$ cat src/hdl/osc_pkg.sv
// ----------------------------------------------------------------------------
// osc_pkg
// Shared types, constants and helpers for the oversampled soft-clip saturator.
// ----------------------------------------------------------------------------
package osc_pkg;

   localparam int SAMPLE_WIDTH_DEF = 24;
   localparam int OVERSAMPLE_RATIO = 8;
   localparam int NUM_FIXED_STAGES = 6;
   localparam int NUM_TAPS         = 5;
   localparam int STATE_DEPTH      = 28;
   localparam int ACC_W            = 46;

   localparam logic [3:0] LAST_IMG_STAGE = 4'd5;
   localparam logic [3:0] FIRST_DC_STAGE = 4'd6;
   localparam logic [3:0] FIRST_AA_STAGE = 4'd8;
   localparam logic [3:0] LAST_STAGE     = 4'd13;
   localparam logic [2:0] LAST_OS        = 3'(OVERSAMPLE_RATIO - 1);

   localparam logic [2:0] CSR_DRIVE      = 3'd0;
   localparam logic [2:0] CSR_DC_OFFSET  = 3'd1;
   localparam logic [2:0] CSR_DC_GAIN    = 3'd2;
   localparam logic [2:0] CSR_DC_FB1     = 3'd3;
   localparam logic [2:0] CSR_DC_FB2     = 3'd4;

   localparam logic [23:0]        DRIVE_RST   = 24'd65536;
   localparam logic signed [23:0] OFFSET_RST  = 24'sd0;
   localparam logic signed [31:0] DC_GAIN_RST = 32'sd1073694043;
   localparam logic signed [31:0] DC_FB1_RST  = 32'sd95610;
   localparam logic signed [31:0] DC_FB2_RST  = -32'sd1073646216;

   typedef logic signed [31:0] coef_type;

   // b0, b1, b2, a1, a2 per stage
   localparam coef_type FIXED_COEF [NUM_FIXED_STAGES][NUM_TAPS] = '{
      '{32'sd27991, 32'sd32072, 32'sd27991, -32'sd1416104405, 32'sd469399123},
      '{32'sd1073741824, -32'sd859268337, 32'sd1073741824, -32'sd1484995680,
        32'sd533194420},
      '{32'sd1073741824, -32'sd1525604596, 32'sd1073741824, -32'sd1597588248,
        32'sd638246099},
      '{32'sd1073741824, -32'sd1758144863, 32'sd1073741824, -32'sd1725374262,
        32'sd759287941},
      '{32'sd1073741824, -32'sd1853385762, 32'sd1073741824, -32'sd1852526769,
        32'sd882783283},
      '{32'sd1073741824, -32'sd1889774873, 32'sd1073741824, -32'sd1976876810,
        32'sd1008040636}
   };

   typedef enum logic [2:0] {
      ST_IDLE, ST_DRIVE, ST_BQ, ST_BQ_WB, ST_OFFSET, ST_DIV, ST_OUT
   } state_type;

   typedef enum logic [2:0] {
      OP_B0, OP_B1, OP_A1, OP_B2, OP_A2
   } op_type;

   typedef struct packed {
      logic lo_en;
      logic load;
      logic hi_en;
      logic sub;
   } mac_ctl_type;

   function automatic logic signed [39:0] sat40(input logic signed [63:0] v);
      if (v > 64'sd549755813887) begin
         return 40'sh7FFFFFFFFF;
      end else if (v < -64'sd549755813888) begin
         return 40'sh8000000000;
      end
      return v[39:0];
   endfunction

endpackage

$ cat src/hdl/osc_mac.sv
// ----------------------------------------------------------------------------
// osc_mac
// Shared rounded Q2.30 multiply with a 46-bit accumulator.
// ----------------------------------------------------------------------------
module osc_mac (
   input  logic                            clock,
   input  logic                            reset,
   input  osc_pkg::mac_ctl_type            ctl,
   input  logic signed [39:0]              opnd,
   input  logic signed [32:0]              coef,
   input  logic signed [osc_pkg::ACC_W-1:0] load_val,
   output logic signed [osc_pkg::ACC_W-1:0] acc
);
   import osc_pkg::*;

   logic signed [49:0]      lo_ff;
   logic signed [23:0]      xh_ff;
   logic signed [32:0]      c_ff;
   logic signed [ACC_W-1:0] acc_ff;
   logic signed [56:0]      hi;
   logic signed [49:0]      lo_rnd;
   logic signed [57:0]      q_sum;
   logic signed [ACC_W-1:0] q;

   assign hi     = xh_ff * c_ff;
   assign lo_rnd = lo_ff + 50'sd536870912;
   assign q_sum  = 58'(hi) + 58'(lo_rnd >>> 16);
   assign q      = ACC_W'(q_sum >>> 14);
   assign acc    = acc_ff;

   always_ff @(posedge clock) begin
      if (ctl.lo_en) begin
         lo_ff <= $signed({1'b0, opnd[15:0]}) * coef;
         xh_ff <= opnd[39:16];
         c_ff  <= coef;
      end
      if (ctl.load) begin
         acc_ff <= load_val;
      end else if (ctl.hi_en) begin
         acc_ff <= ctl.sub ? acc_ff - q : acc_ff + q;
      end
   end

   a_no_load_and_add: assert property (@(posedge clock) disable iff (reset)
      !(ctl.load && ctl.hi_en))
      else $error("accumulator loaded and updated in one cycle");

endmodule

$ cat config.mk
export PLATFORM = sky130hd
export DESIGN_NAME = osc_mac
export DESIGN_NICKNAME = d
export VERILOG_FILES = /design/src/hdl/osc_pkg.sv /design/src/hdl/osc_mac.sv
export SDC_FILE = /design/constraint.sdc
export NUM_CORES = 2
export LEC_CHECK = 0
export BUFFER_PORTS_ARGS = -buffer_cell sky130_fd_sc_hd__buf_2
export CAP_MARGIN = 20
export CORE_MARGIN = 3
export CORE_UTILIZATION = 55
export CTS_CLUSTER_DIAMETER = 30
export CTS_CLUSTER_SIZE = 20
export DETAILED_ROUTE_END_ITERATION = 10
export GPL_ROUTABILITY_DRIVEN = 0
export PLACE_DENSITY = 0.76
export SLEW_MARGIN = 20
export SYNTH_ARGS = -nofsm -noshare
export SYNTH_HDL_FRONTEND = slang
export SYNTH_SLANG_ARGS = --single-unit
$ cat constraint.sdc
create_clock -name clock -period 11.47 [get_ports clock]
set_clock_uncertainty 0.1 [all_clocks]
set_input_delay 0.5735 -clock clock [delete_from_list [all_inputs] [get_ports clock]]
set_output_delay 0.5735 -clock clock [all_outputs]
set_load 0.05 [all_outputs]
==> results.json <==
{
  "critical_path_arrival_ns": 11.31,
  "num-fill-cells": 8112,
  "grt_max_degree": 92,
  "yosysTopAreaCell": "fa_1",
  "finalNonFillerCells": 7362,
  "cp_num_buf_inv": 8,
  "finalNetCount": 7852,
  "seq_area_frac_synth_pct": 7.51,
  "worstMarginPinSlew_ns": 0.912,
  "period_share_pct": 97.3,
  "synth_commonest_cells": "1,422 x inv_1, 1,350 x fa_1, 953 x nand2_1",
  "synth_most_common_cell": "inv_1",
  "synth-edff-count": 137,
  "cts.sinks": 137,
  "ys_async_sr_fraction_pct": 0,
  "slowest_stage": "edfxtp_1",
  "drt.antenna.violating_nets": 0,
  "dp.cells": 7289,
  "grt_pass1_wl_um": 235000,
  "synth-main-ff-cell": "edfxtp_1",
  "run_status": "finished clean",
  "synth_area_leaders": "fa_1 49%, inv_1 9.7%, edfxtp_1 7.5%",
  "grtUsageTotal_pct": 28.9,
  "synthesis.area_um2": 54800,
  "tritoncts": "built",
  "core_um2": 98600,
  "grt-ovfl-total": 0,
  "ios": 171,
  "slowest_delay_ns": 0.64,
  "synth-seq-cells": 137,
  "drc": 0,
  "hp-class": "input port to flop",
  "vias": 41109,
  "wire_per_inst_um": 19.5,
  "final-setup-viol-count": 0,
  "insertion_delay_ns": 0.52,
  "finalHoldViolations": 0,
  "wirelength_um": 144000,
  "drv_slew": 0,
  "synth_fp_nets": 7720,
  "ctsHoldBuffers": 0,
  "crit_top_cell": "fa_1",
  "fmax_mhz": 89.6,
  "drive_gt1_share_pct": 7.97,
  "crit_path_end_kind": "flop",
  "die_w_um": 322,
  "grt_pass1_vias": 43980,
  "port_buffers": 169,
  "crit_path_start_kind": "flop",
  "maxCapViolations": 0,
  "drt_iter0_markers": 3145,
  "start_util_pct": 55.6,
  "numCtsBuffers": 17,
  "vias_per_cell": 5.58,
  "num_rows": 115,
  "setup-tns-final_ns": 0,
  "antenna_found_initial": 4,
  "yosysUniqueCellTypes": 99,
  "cts_root_buf": "clkbuf_16",
  "crit_type": "flop to flop",
  "final_util_pct": 59.7,
  "area_growth_pct": 7.39,
  "path_clk_slew_ns": 0.09,
  "cp_top_family": "adder cells",
  "dp_hpwl_um": 118000,
  "ctsLongestPathBuffers": 2,
  "required_ns": 11.62,
  "die_area_um2": 103000,
  "synth_top_area_share_pct": 49.3,
  "worstPathMaxFanout": 10,
  "die_y_um": 322,
  "relSlewSlack_pct": 39.2,
  "htreeDepth": 4,
  "synth_cells": 5926,
  "dr.pass1.iters": 6,
  "min_period_ns": 11.16,
  "synth_area_per_cell_um2": 9.24,
  "yosys_warnings": 0
}
cell usage in the layout, fill, tap and decap left out, types with 22 or more instances in the layout:
| cell | n |
|---|---|
| fa_1 | 1349 |
| nor2_1 | 136 |
| a21oi_1 | 120 |
| o21ai_0 | 93 |
| buf_4 | 179 |
| inv_1 | 1422 |
| ha_1 | 315 |
| buf_2 | 168 |
| xor2_1 | 53 |
| a21o_1 | 68 |
| nand3_1 | 28 |
| and3_1 | 22 |
| a31oi_1 | 25 |
| nor3_1 | 32 |
| nand2_1 | 951 |
| o21a_1 | 23 |
| edfxtp_1 | 137 |
| and2_1 | 485 |
| nand4_1 | 25 |
| xnor2_1 | 109 |
layout make-up:
class | instances | area (um^2) | share of cell area, %
clock inverters | 15 | 171 | 0.291
diodes | 4 | 10.0 | 0.0170
inverters | 1422 | 5340 | 9.07
multi-input cells | 4107 | 44500 | 75.7
clock buffers | 17 | 425 | 0.723
well taps | 1287 | 1610 | 2.74
repair buffers | 373 | 2650 | 4.51
flip-flops and latches | 137 | 4110 | 6.99
layer usage:
| metal | vias up | global-route usage, % | wire [um] |
|---|---|---|---|
| li1 | 17793 | - | - |
| met1 | 20960 | 40.0 | 57600 |
| met2 | 2010 | 46.0 | 67000 |
| met3 | 344 | 6.07 | 13900 |
| met4 | 2 | 9.75 | 5140 |
| met5 | - | 0 | 13 |
cell families (layout without fill, tap and decap cells):
group,Yosys count,after routing,synth area share (%)
AND/OR/NAND/NOR,1786,1786,15.6
buffers and inverters,1682,1827,11.6
adder cells (fa/ha/maj),1669,1669,56.6
AO/OA/AOI/OAI,477,477,5.83
XOR/XNOR,170,170,2.77
flip-flops,137,137,7.51
multiplexers,5,5,0.100
other,0,4,0
flip-flops by register name, indices dropped and copies added (netlist names):
name and count:
acc 46, c_ff 33, lo_ff 34, xh_ff 24
through the flow:
| stage | hold WS, ns | area [um^2] | setup slack [ns] |
|---|---|---|---|
| after floorplan | 0.572 | 54800 | 0.874 |
| after global placement | 0.650 | 57600 | 0.237 |
| after detailed placement | 0.652 | 57600 | 0.0857 |
| after CTS | 0.0927 | 58200 | 0.000296 |
| after global routing | 0.105 | 58800 | -0.0420 |
| final | 0.122 | 58800 | 0.311 |
final timing paths:
kind                startpoint                   to  slack [ns]  cells past startpoint
min reg2reg   acc[1]$_DFFE_PP_     acc[1]$_DFFE_PP_        0.73                      2
min                   opnd[29]  xh_ff[13]$_DFFE_PP_        0.12                      1
max          c_ff[1]$_DFFE_PP_    acc[45]$_DFFE_PP_        0.31                     41
max reg2reg  c_ff[1]$_DFFE_PP_    acc[45]$_DFFE_PP_        0.31                     41
timing repair:
item | CTS | global route
buffers inserted | 0 | 37
resized for setup | 0 | 47
endpoints found under the setup margin | 0 | 12
Power is not shown: default switching activity piles up to over one toggle a cycle in this logic, so the estimate is an artifact.
