### config.mk
export PLATFORM = sky130hd
export DESIGN_NAME = osc_div
export DESIGN_NICKNAME = d
export VERILOG_FILES = /design/src/hdl/osc_pkg.sv /design/src/hdl/osc_div.sv
export SDC_FILE = /design/constraint.sdc
export NUM_CORES = 1
export LEC_CHECK = 0
export BUFFER_PORTS_ARGS = -buffer_cell sky130_fd_sc_hd__buf_2
export CAP_MARGIN = 30
export CORE_MARGIN = 2
export CORE_UTILIZATION = 55
export DETAILED_ROUTE_END_ITERATION = 6
export HOLD_SLACK_MARGIN = 0.15
export PLACE_DENSITY = 0.75
export SYNTH_ARGS = -nofsm -noshare
export SYNTH_HDL_FRONTEND = slang
export SYNTH_SLANG_ARGS = --single-unit
### constraint.sdc
create_clock -name clock -period 4.4 [get_ports clock]
set_input_delay 0 -clock clock [delete_from_list [all_inputs] [get_ports clock]]
set_output_delay 0 -clock clock [all_outputs]
set_load 0.01 [all_outputs]
### src/hdl/osc_pkg.sv
// ----------------------------------------------------------------------------
// osc_pkg
// Shared types, constants and helpers for the oversampled soft-clip saturator.
// ----------------------------------------------------------------------------
package osc_pkg;

   localparam int SAMPLE_WIDTH_DEF = 24;
   localparam int OVERSAMPLE_RATIO = 8;
   localparam int NUM_FIXED_STAGES = 6;
   localparam int NUM_TAPS         = 5;
   localparam int STATE_DEPTH      = 28;
   localparam int ACC_W            = 46;

   localparam logic [3:0] LAST_IMG_STAGE = 4'd5;
   localparam logic [3:0] FIRST_DC_STAGE = 4'd6;
   localparam logic [3:0] FIRST_AA_STAGE = 4'd8;
   localparam logic [3:0] LAST_STAGE     = 4'd13;
   localparam logic [2:0] LAST_OS        = 3'(OVERSAMPLE_RATIO - 1);

   localparam logic [2:0] CSR_DRIVE      = 3'd0;
   localparam logic [2:0] CSR_DC_OFFSET  = 3'd1;
   localparam logic [2:0] CSR_DC_GAIN    = 3'd2;
   localparam logic [2:0] CSR_DC_FB1     = 3'd3;
   localparam logic [2:0] CSR_DC_FB2     = 3'd4;

   localparam logic [23:0]        DRIVE_RST   = 24'd65536;
   localparam logic signed [23:0] OFFSET_RST  = 24'sd0;
   localparam logic signed [31:0] DC_GAIN_RST = 32'sd1073694043;
   localparam logic signed [31:0] DC_FB1_RST  = 32'sd95610;
   localparam logic signed [31:0] DC_FB2_RST  = -32'sd1073646216;

   typedef logic signed [31:0] coef_type;

   // b0, b1, b2, a1, a2 per stage
   localparam coef_type FIXED_COEF [NUM_FIXED_STAGES][NUM_TAPS] = '{
      '{32'sd27991, 32'sd32072, 32'sd27991, -32'sd1416104405, 32'sd469399123},
      '{32'sd1073741824, -32'sd859268337, 32'sd1073741824, -32'sd1484995680,
        32'sd533194420},
      '{32'sd1073741824, -32'sd1525604596, 32'sd1073741824, -32'sd1597588248,
        32'sd638246099},
      '{32'sd1073741824, -32'sd1758144863, 32'sd1073741824, -32'sd1725374262,
        32'sd759287941},
      '{32'sd1073741824, -32'sd1853385762, 32'sd1073741824, -32'sd1852526769,
        32'sd882783283},
      '{32'sd1073741824, -32'sd1889774873, 32'sd1073741824, -32'sd1976876810,
        32'sd1008040636}
   };

   typedef enum logic [2:0] {
      ST_IDLE, ST_DRIVE, ST_BQ, ST_BQ_WB, ST_OFFSET, ST_DIV, ST_OUT
   } state_type;

   typedef enum logic [2:0] {
      OP_B0, OP_B1, OP_A1, OP_B2, OP_A2
   } op_type;

   typedef struct packed {
      logic lo_en;
      logic load;
      logic hi_en;
      logic sub;
   } mac_ctl_type;

   function automatic logic signed [39:0] sat40(input logic signed [63:0] v);
      if (v > 64'sd549755813887) begin
         return 40'sh7FFFFFFFFF;
      end else if (v < -64'sd549755813888) begin
         return 40'sh8000000000;
      end
      return v[39:0];
   endfunction

endpackage

### src/hdl/osc_div.sv
// ----------------------------------------------------------------------------
// osc_div
// Radix-2 restoring divider for the soft clip, one quotient bit per cycle.
// ----------------------------------------------------------------------------
module osc_div (
   input  logic        clock,
   input  logic        reset,
   input  logic        start,
   input  logic [39:0] mag,
   output logic        done,
   output logic [23:0] quot
);
   import osc_pkg::*;

   logic [40:0] den;
   logic [63:0] num;
   logic [40:0] den_ff;
   logic [40:0] rem_ff;
   logic [23:0] low_ff;
   logic [23:0] quot_ff;
   logic [4:0]  cnt_ff;
   logic        done_ff;
   logic [41:0] r2;
   logic        ge;

   assign den  = 41'(mag) + 41'd8388608;
   assign num  = {1'b0, mag, 23'b0} + 64'(den >> 1);
   assign r2   = {rem_ff, low_ff[23]};
   assign ge   = r2 >= {1'b0, den_ff};
   assign done = done_ff;
   assign quot = quot_ff;

   always_ff @(posedge clock) begin
      if (reset) begin
         cnt_ff  <= '0;
         done_ff <= 1'b0;
      end else begin
         done_ff <= 1'b0;
         if (start) begin
            cnt_ff <= 5'd24;
         end else if (cnt_ff != 5'd0) begin
            cnt_ff <= cnt_ff - 5'd1;
            if (cnt_ff == 5'd1) begin
               done_ff <= 1'b1;
            end
         end
      end
   end

   always_ff @(posedge clock) begin
      if (start) begin
         den_ff  <= den;
         rem_ff  <= 41'(num[63:24]);
         low_ff  <= num[23:0];
      end else if (cnt_ff != 5'd0) begin
         rem_ff  <= ge ? 41'(r2 - {1'b0, den_ff}) : 41'(r2);
         low_ff  <= {low_ff[22:0], 1'b0};
         quot_ff <= {quot_ff[22:0], ge};
      end
   end

   a_start_idle: assert property (@(posedge clock) disable iff (reset)
      start |-> cnt_ff == 5'd0)
      else $error("divider restarted while busy");

endmodule

==> results.txt, run 1 <==
status: completed
clock power share: 0.219
All-Layer GR Usage: 0.272
pin count of the biggest net entering global routing: 65
Nets: 1,114
H-Tree Level Count: 4
IO Pins: 68
Tightest Hold Check Type: in2reg
ys async rst share: 0
period utilization: 0.935
site row count: 47
Initial DRT Pass Iterations: 5
sequential fraction of the synthesis area: 0.438
Reg clk slew, reported paths: 0.06 ns
CTS tree: yes
Mapped Nets: 1,005
Post-Syn Instances: 898
die area: 17,700 µm²
Clock Latency Late Sink: 0.43 ns
library cells used by synthesis: 59
RSZ-0062 raised after global routing: no
Clock Skew: 0.00848 ns
Cell Pwr Density: 642 nW/µm²
Startpoint Class: input port
crit path kind: in2reg
Worst Tran Pin Value: 0.943 ns
Final HPWL DP: 16,300 µm
CP Max Fanout: 11
P&R area growth vs syn: 17.7%
Root Buffer: clkbuf_16
via count: 7,396
die width: 133 µm
sequential share of power: 0.291
Final Max Tran Viols: 0
initial antenna violation count: 0
EDFF count, synth: 129
Worst EP required: 4.58 ns
Synth Area per Inst: 10.2 µm²
CP Capture Type: flop
Cell Area, Synth: 9160 µm²
maximum clock frequency: 243 MHz
GPL Wtd Cong: 0.904
IO buf count: 67
P_leak: 0.00453 µW
Worst slew margin: 0.371
setup tns final: 0 ns
Ant. Diodes: 0
Final Power: 6920 µW
ys flop type: edfxtp_1
Switch Pwr: 2720 µW
layout cell share with drive strength beyond 1: 0.141
TritonCTS buffer count: 17
final setup vio count: 0
wire per inst: 19.0 µm
worst hold slack: 0.171 ns
post-layout minimum cycle time: 4.11 ns
first-pass GRT wire length: 37,600 µm
CTS Sinks: 136
YS warnings: 0
Final ANT Viol Nets: 0
pre-CTS setup slack: 0.416 ns
Core ar.: 16,400 µm²
# DRC: 0
Initial Util: 0.558
maxcap violations: 0
Int Power: 4200 µW
Crit path arrival time: 4.29 ns
Max VDD drop: 0.000360 V
final WL: 23,500 µm
Finished Layout Cells: 1,239
clk buf depth: 2
initial DRC count: 815
die height: 133 µm
Combinational Power Share: 0.490
final hold vios: 0
sw frac: 0.394
via-per-instance ratio: 5.97
Yosys reg bits: 136
total gr overflow: 0
vias in the first global route: 7,030
placed cell count: 1,165
final worst slack: 0.287 ns
-- registers in the layout, indices dropped and copies added (netlist names) --
| name | cells |
|---|---|
| done | 1 |
| cnt_ff | 5 |
| quot | 24 |
| rem_ff | 41 |
| low_ff | 24 |
| den_ff | 41 |
-- cells in the final DEF, fill, tap and decap left out, types with 14 or more instances in the layout --
cell type / synthesis / final
a21o_1: 38 / 38
a21oi_1: 70 / 70
buf_2: 4 / 66
clkbuf_16: 0 / 17
dlygate4sd3_1: 0 / 43
edfxtp_1: 129 / 129
ha_1: 62 / 62
inv_1: 57 / 57
mux2_2: 24 / 24
mux2i_1: 41 / 41
nand2_1: 78 / 77
nand3_1: 28 / 28
nand4_1: 14 / 14
nor2_1: 46 / 45
o21ai_0: 42 / 42
xnor2_1: 49 / 49
xor2_1: 33 / 33
-- layout make-up --
| type | count | area, µm² |
|---|---|---|
| sequential | 136 | 4010 |
| clock buffer | 17 | 425 |
| tap | 220 | 275 |
| clock inverter | 14 | 183 |
| multi-input combinational | 671 | 4790 |
| fill | 1290 | 5630 |
| inverter | 58 | 218 |
| timing repair buffer | 123 | 873 |
-- final timing paths --
path,startpoint,end,slack (ns),cells after the start
max,mag[24],rem_ff[37],0.29,18
min,start,den_ff[9],0.17,1
max reg2reg,den_ff[0],rem_ff[26],0.71,14
min reg2reg,quot[18],quot[19],0.44,0
-- metal layers --
metal	GRT usage	wire length, µm	vias up
met5	0	0	-
met4	0.0806	355	0
met3	0.0448	1670	31
met2	0.438	11000	299
met1	0.379	10500	3532
li1	-	-	3534
-- cell usage after synthesis (24+ instances only) --
cell / instances / share of area
edfxtp_1: 129 / 0.42
nand2_1: 78 / 0.032
mux2i_1: 41 / 0.045
ha_1: 62 / 0.085
nor2_1: 46 / 0.019
a21oi_1: 70 / 0.038
o21ai_0: 42 / 0.023
inv_1: 57 / 0.023
xor2_1: 33 / 0.032
nand3_1: 28 / 0.015
xnor2_1: 49 / 0.047
a21o_1: 38 / 0.031
mux2_2: 24 / 0.030
-- critical path: stages --
cell and delay [ns]:
dlygate4sd3_1 0.53, buf_2 0.14, ha_1 0.20, nand3_1 0.21, nor2_1 0.28, and3_1 0.26, and3_1 0.25, xor2_1 0.25
ha_1 0.34, nor2b_1 0.16, o21ai_0 0.32, a21oi_1 0.15, o31ai_2 0.35, a21oi_1 0.12, buf_4 0.21, a211o_1 0.31
o311ai_0 0.10, nor3b_1 0.09
-- power by group through the flow --
stage,logic (µW),registers [µW],clock network [µW]
3_5_place_dp,3250,2020,0
2_1_floorplan,2530,1990,0
6_report,3390,2010,1510
5_1_grt,3710,2050,1570
3_3_place_gp,3200,2010,0
4_1_cts,3330,2010,1510
-- per-stage QoR --
step	utilization	area, µm²
CTS	0.657	10800
detailed placement	0.593	9730
global route	0.657	10800
finish	0.657	10800
floorplan	-	9160
global placement	0.592	9720
-- cell families (layout without fill, tap and decap cells) --
group                    Yosys count  count (layout)  share of synthesized area
buffers and inverters             91             212                     0.0403
AND/OR/NAND/NOR                  230             230                      0.119
AO/OA/AOI/OAI                    230             230                      0.161
multiplexers                      65              65                     0.0743
adder cells (fa/ha/maj)           64              64                     0.0890
XOR/XNOR                          82              82                     0.0784
flip-flops                       136             136                      0.438
-- repair_timing --
item,CTS,global route
endpoints found under the hold margin,92,0
hold buffers,43,0
endpoints found under the setup margin,0,7
resized for setup,0,2
setup buffers,0,0
Power figures use the tool's default switching activity.
==> run 2, diff against run 1 <==
--- a/config.mk
+++ b/config.mk
@@ -5,13 +5,14 @@
 export SDC_FILE = /design/constraint.sdc
 export NUM_CORES = 1
 export LEC_CHECK = 0
+export ABC_AREA = 1
 export BUFFER_PORTS_ARGS = -buffer_cell sky130_fd_sc_hd__buf_2
 export CAP_MARGIN = 30
 export CORE_MARGIN = 2
 export CORE_UTILIZATION = 55
 export DETAILED_ROUTE_END_ITERATION = 6
 export HOLD_SLACK_MARGIN = 0.15
-export PLACE_DENSITY = 0.75
+export PLACE_DENSITY = 0.74
 export SYNTH_ARGS = -nofsm -noshare
 export SYNTH_HDL_FRONTEND = slang
 export SYNTH_SLANG_ARGS = --single-unit
==> results.txt, run 2 <==
status: completed
wire per inst: 17.0 µm
maximum clock frequency: 273 MHz
maxcap violations: 0
die area: 21,500 µm²
Initial DRT Pass Iterations: 5
Final Power: 7390 µW
Int Power: 4040 µW
P_leak: 0.00657 µW
CTS Sinks: 136
final setup vio count: 0
initial DRC count: 1,150
# DRC: 0
crit path kind: in2reg
fin util: 0.636
Synth Area per Inst: 6.89 µm²
post-CTS sizing: 0
YS warnings: 0
Cell Pwr Density: 578 nW/µm²
CP Capture Type: flop
FF-to-FF Start: den_ff[0]
die height: 147 µm
Root Buffer: clkbuf_16
clk buf depth: 2
cell with the most instances after synthesis: nand2_1
GPL Wtd Cong: 1.05
ys async rst share: 0
Final ANT Viol Nets: 0
most common cell after layout, fill and taps aside: nand2_1
All-Layer GR Usage: 0.322
period utilization: 0.831
final hold vios: 0
area leader, netlist: edfxtp_1
vias in the first global route: 9,982
dominant cells by area after synthesis: edfxtp_1, nand2_1, inv_1
P&R area growth vs syn: 14.1%
Final HPWL DP: 26,900 µm
Post-Syn Instances: 1,627
top cell type's share of synthesized area: 0.346
Combinational Power Share: 0.543
sw frac: 0.454
via count: 10,800
Setup crit start: mag[23]
IO buf count: 67
Worst R2R Path Depth: 14
Final Cell Area: 12,800 µm²
most frequent cells in the layout: nand2_1, inv_1, edfxtp_1
Crit path arrival time: 3.81 ns
Core ar.: 20,100 µm²
library cells used by synthesis: 43
Clock Skew: 0.0161 ns
via-per-instance ratio: 5.34
Clock Latency Late Sink: 0.42 ns
final WL: 34,300 µm
Post CTS Setup Buffer Count: 0
Initial Util: 0.558
Max VDD drop: 0.000347 V
Final Max Tran Viols: 0
Ant. Diodes: 0
cell area after placement: 11,800 µm²
Worst slew margin: 0.396
setup tns final: 0 ns
Worst Tran Pin Value: 0.907 ns
post-layout minimum cycle time: 3.66 ns
first-pass GRT wire length: 53,200 µm
# hold bufs at CTS: 42
placed cell count: 1,943
largest registers: den_ff (41), rem_ff (41)
initial antenna violation count: 0
Reg2Reg Setup Slack: 1.31 ns
Worst R2R End: rem_ff[36]
clock power share: 0.191
total gr overflow: 0
Finished Layout Cells: 2,018
die width: 147 µm
pin count of the biggest net entering global routing: 65
Tightest Hold Check Type: in2reg
EDFF count, synth: 129
Nets: 1,842
CP Max Fanout: 5
TritonCTS buffer count: 17
layout cell share with drive strength beyond 1: 0.0801
Cell Area, Synth: 11,200 µm²
Worst EP required: 4.55 ns
Yosys reg bits: 136
Reg clk slew, reported paths: 0.06 ns
sequential fraction of the synthesis area: 0.358
IO Pins: 68
Switch Pwr: 3350 µW
Mapped Nets: 1,734
Startpoint Class: input port
ys flop type: edfxtp_1
hold path cells: 3
crit path to: rem_ff[23]
CTS tree: yes
top cells by count, synth: nand2_1, inv_1, edfxtp_1, nand3_1, nor2_1
RSZ-0062 raised after global routing: no
H-Tree Level Count: 4
sequential share of power: 0.267
site row count: 52
## run 2: stage by stage
stage | setup slack, ns | hold slack (ns)
after floorplan | 1.78 | 0.0694
final | 0.744 | 0.312
after detailed placement | 0.901 | 0.203
after global routing | 0.316 | 0.307
after global placement | 0.987 | 0.198
after CTS | 0.810 | 0.299
## run 2: area by class of cell
type / instances / area [µm²]
Clock buffer: 17 / 425
Clock inverter: 15 / 149
Fill cell: 1844 / 7320
Inverter: 276 / 1040
Multi-Input combinational cell: 1189 / 6000
Sequential cell: 136 / 4010
Tap cell: 270 / 338
Timing Repair Buffer: 115 / 823
## run 2: power by group through the flow
stage	logic (µW)	clock network, µW	registers [µW]
after floorplan	2990	0	1950
after global placement	3840	0	1970
after detailed placement	3870	0	1990
after CTS	3930	1420	1960
after global routing	4490	1470	2000
final	4010	1410	1970
## run 2: how the worst min path moves through the flow
stage / slack [ns] / end / startpoint
after global routing: 0.31 / cnt_ff[3] / reset
after global placement: 0.20 / cnt_ff[3] / reset
after floorplan: 0.07 / cnt_ff[3] / reset
after detailed placement: 0.20 / den_ff[0] / mag[0]
after CTS: 0.30 / cnt_ff[3] / reset
final: 0.31 / cnt_ff[3] / reset
## run 2: layer usage
| metal | part of all wire | GRT usage |
|---|---|---|
| met1 | 0.45 | 0.464 |
| met2 | 0.45 | 0.508 |
| met4 | 0.022 | 0.0956 |
| met5 | 0 | 0 |
| met3 | 0.073 | 0.0429 |
## run 2: kinds of logic (layout without fill, tap and decap cells)
family	Yosys count	after routing	synth area share
xor+xnor	50	50	0.0391
fa+ha+maj	64	64	0.0728
simple gates	975	975	0.376
flops	136	136	0.358
compound gates	100	100	0.0479
buf+inv	302	423	0.106
## run 2: worst max-delay path: stages
cell           delay [ns]
dlygate4sd3_1        0.53
buf_2                0.17
ha_1                 0.26
nand2_1              0.09
nor2_1               0.15
inv_1                0.10
nor2_2               0.20
nand2_1              0.08
nor3_2               0.20
xor2_1               0.36
ha_1                 0.35
a21oi_1              0.20
o21ai_0              0.16
inv_1                0.08
nand2_1              0.08
a21oi_1              0.12
nand2_1              0.15
o21ai_0              0.43
nand2_1              0.09
==> run 3, diff against run 2 <==
--- a/config.mk
+++ b/config.mk
@@ -12,7 +12,7 @@
 export CORE_UTILIZATION = 55
 export DETAILED_ROUTE_END_ITERATION = 6
 export HOLD_SLACK_MARGIN = 0.15
-export PLACE_DENSITY = 0.74
+export PLACE_DENSITY = 0.77
 export SYNTH_ARGS = -nofsm -noshare
 export SYNTH_HDL_FRONTEND = slang
 export SYNTH_SLANG_ARGS = --single-unit
==> constraint.sdc (replaced) <==
create_clock -name clock -period 3.29 [get_ports clock]
set_input_delay 0 -clock clock [delete_from_list [all_inputs] [get_ports clock]]
set_output_delay 0 -clock clock [all_outputs]
set_load 0.01 [all_outputs]
==> results.txt, run 3 (synthesis results as in run 2) <==
total gr overflow: 0
Final HPWL DP: 27,400 µm
initial antenna violation count: 0
IO buf count: 67
sequential share of power: 0.265
maximum clock frequency: 317 MHz
wire per inst: 17.2 µm
period utilization: 0.960
Root Buffer: clkbuf_16
top sig layer: met4
sw frac: 0.457
P&R area growth vs syn: 17.4%
placed cell count: 1,969
clk buf depth: 2
WL met2: 15,700 µm
pre-CTS setup slack: 0.0895 ns
vias in the first global route: 10,200
Clock Skew: 0.0126 ns
CTS tree: yes
clock power share: 0.179
Final Max Tran Viols: 0
Worst EP required: 3.45 ns
via count: 11,000
Cell Pwr Density: 757 nW/µm²
Nets: 1,873
Startpoint Class: input port
Ant. Diodes: 0
most frequent cells in the layout: nand2_1, inv_1, edfxtp_1
GPL Wtd Cong: 0.992
CTS Sinks: 136
P_leak: 0.00671 µW
Initial DRT Pass Iterations: 6
Finished Layout Cells: 2,048
die area: 21,500 µm²
status: completed
first-pass GRT wire length: 54,900 µm
site row count: 52
# DRC: 0
layout cell share with drive strength beyond 1: 0.109
H-Tree Level Count: 4
Combinational Power Share: 0.556
All-Layer GR Usage: 0.332
final WL: 35,200 µm
final worst slack: 0.132 ns
pin count of the biggest net entering global routing: 65
Reg2Reg Setup Slack: 0.27 ns
Max VDD drop: 0.000497 V
final setup vio count: 0
maxcap violations: 0
Final ANT Viol Nets: 0
Switch Pwr: 4550 µW
CP Max Fanout: 5
most common cell after layout, fill and taps aside: nand2_1
Crit path arrival time: 3.32 ns
TritonCTS buffer count: 17
die height: 147 µm
CP Capture Type: flop
Final Power: 9960 µW
initial DRC count: 1,242
final hold vios: 0
RSZ-0062 raised after global routing: yes
Clock Latency Late Sink: 0.42 ns
Int Power: 5410 µW
crit path kind: in2reg
met1 WL: 15,500 µm
Reg clk slew, reported paths: 0.06 ns
post-layout minimum cycle time: 3.16 ns
Core ar.: 20,100 µm²
filler cell count in the final layout: 1,797
via-per-instance ratio: 5.38
Worst Tran Pin Value: 0.931 ns
Worst slew margin: 0.379
IO Pins: 68
Tightest Hold Check Type: in2reg
Initial Util: 0.558
largest registers: den_ff (41), rem_ff (41)
DR WL met3: 2740 µm
die width: 147 µm
## run 3: cell count changes in the layout (fill, tap and decap cells not counted), moves of 4 or more
cell	before	now
nand3_2	9	14
o21ai_1	2	8
o21ai_0	27	21
nor2_1	119	109
xor2_1	27	23
nand3_1	124	119
nor2_2	9	16
buf_4	6	35
clkinvlp_4	0	5
## run 3: metrics by stage
step / utilization / area (µm²) / hold WS, ns / setup TNS, ns
final: 0.655 / 13200 / 0.177 / 0
after global routing: 0.655 / 13200 / 0.194 / -0.131
after CTS: 0.644 / 12900 / 0.158 / 0
after detailed placement: 0.596 / 12000 / 0.206 / 0
after global placement: 0.596 / 12000 / 0.205 / 0
after floorplan: - / 11200 / 0.0694 / 0
## run 3: path summary, 6_finish.rpt
check                                from    endpoint  cells past startpoint
worst max-delay path              mag[27]  rem_ff[33]                     21
worst min-delay path                start   cnt_ff[3]                      3
worst max register to register  den_ff[0]  rem_ff[19]                     15
worst min register to register   quot[16]    quot[17]                      0
## run 3: timing repair
action	4_1_cts	5_1_grt
gates resized for setup	0	36
hold buffers	43	0
buffers inserted	0	4
endpoints found under the hold margin	85	0
endpoints found under the setup margin	0	29
## run 3: power by group through the flow
| stage | clock network [µW] | registers, µW | logic, µW |
|---|---|---|---|
| finish | 1790 | 2640 | 5540 |
| CTS | 1800 | 2630 | 5380 |
| global placement | 0 | 2640 | 5230 |
| floorplan | 0 | 2600 | 4000 |
| global route | 1870 | 2670 | 6150 |
| detailed placement | 0 | 2660 | 5290 |
## run 3: layout make-up
cell class | instances | area [µm²] | share of cell area
sequential | 136 | 4010 | 0.305
tap | 270 | 338 | 0.0257
inverter | 276 | 1040 | 0.0787
clock buffer | 18 | 429 | 0.0326
multi-input combinational | 1189 | 6160 | 0.468
timing repair buffer | 146 | 1070 | 0.0814
clock inverter | 13 | 108 | 0.00818
## run 3: per-layer routing
metal	GRT usage	up-vias
met5	0	-
met4	0.110	0
met3	0.0472	73
met2	0.525	472
met1	0.471	5067
li1	-	5412
## run 3: worst max-delay path, cell delays in order
cell	delay, ns
dlygate4sd3_1	0.52
buf_2	0.18
nand2_1	0.09
inv_1	0.08
nand3_1	0.15
nor3_1	0.27
nand2_1	0.10
xor2_1	0.17
buf_4	0.16
ha_1	0.32
nand2_1	0.12
o21ai_0	0.35
inv_1	0.10
nand2_1	0.10
nand2_1	0.09
nand2_1	0.07
nand2_1	0.11
nand3_1	0.10
nand2_1	0.06
nand2_1	0.08
nand2_1	0.09
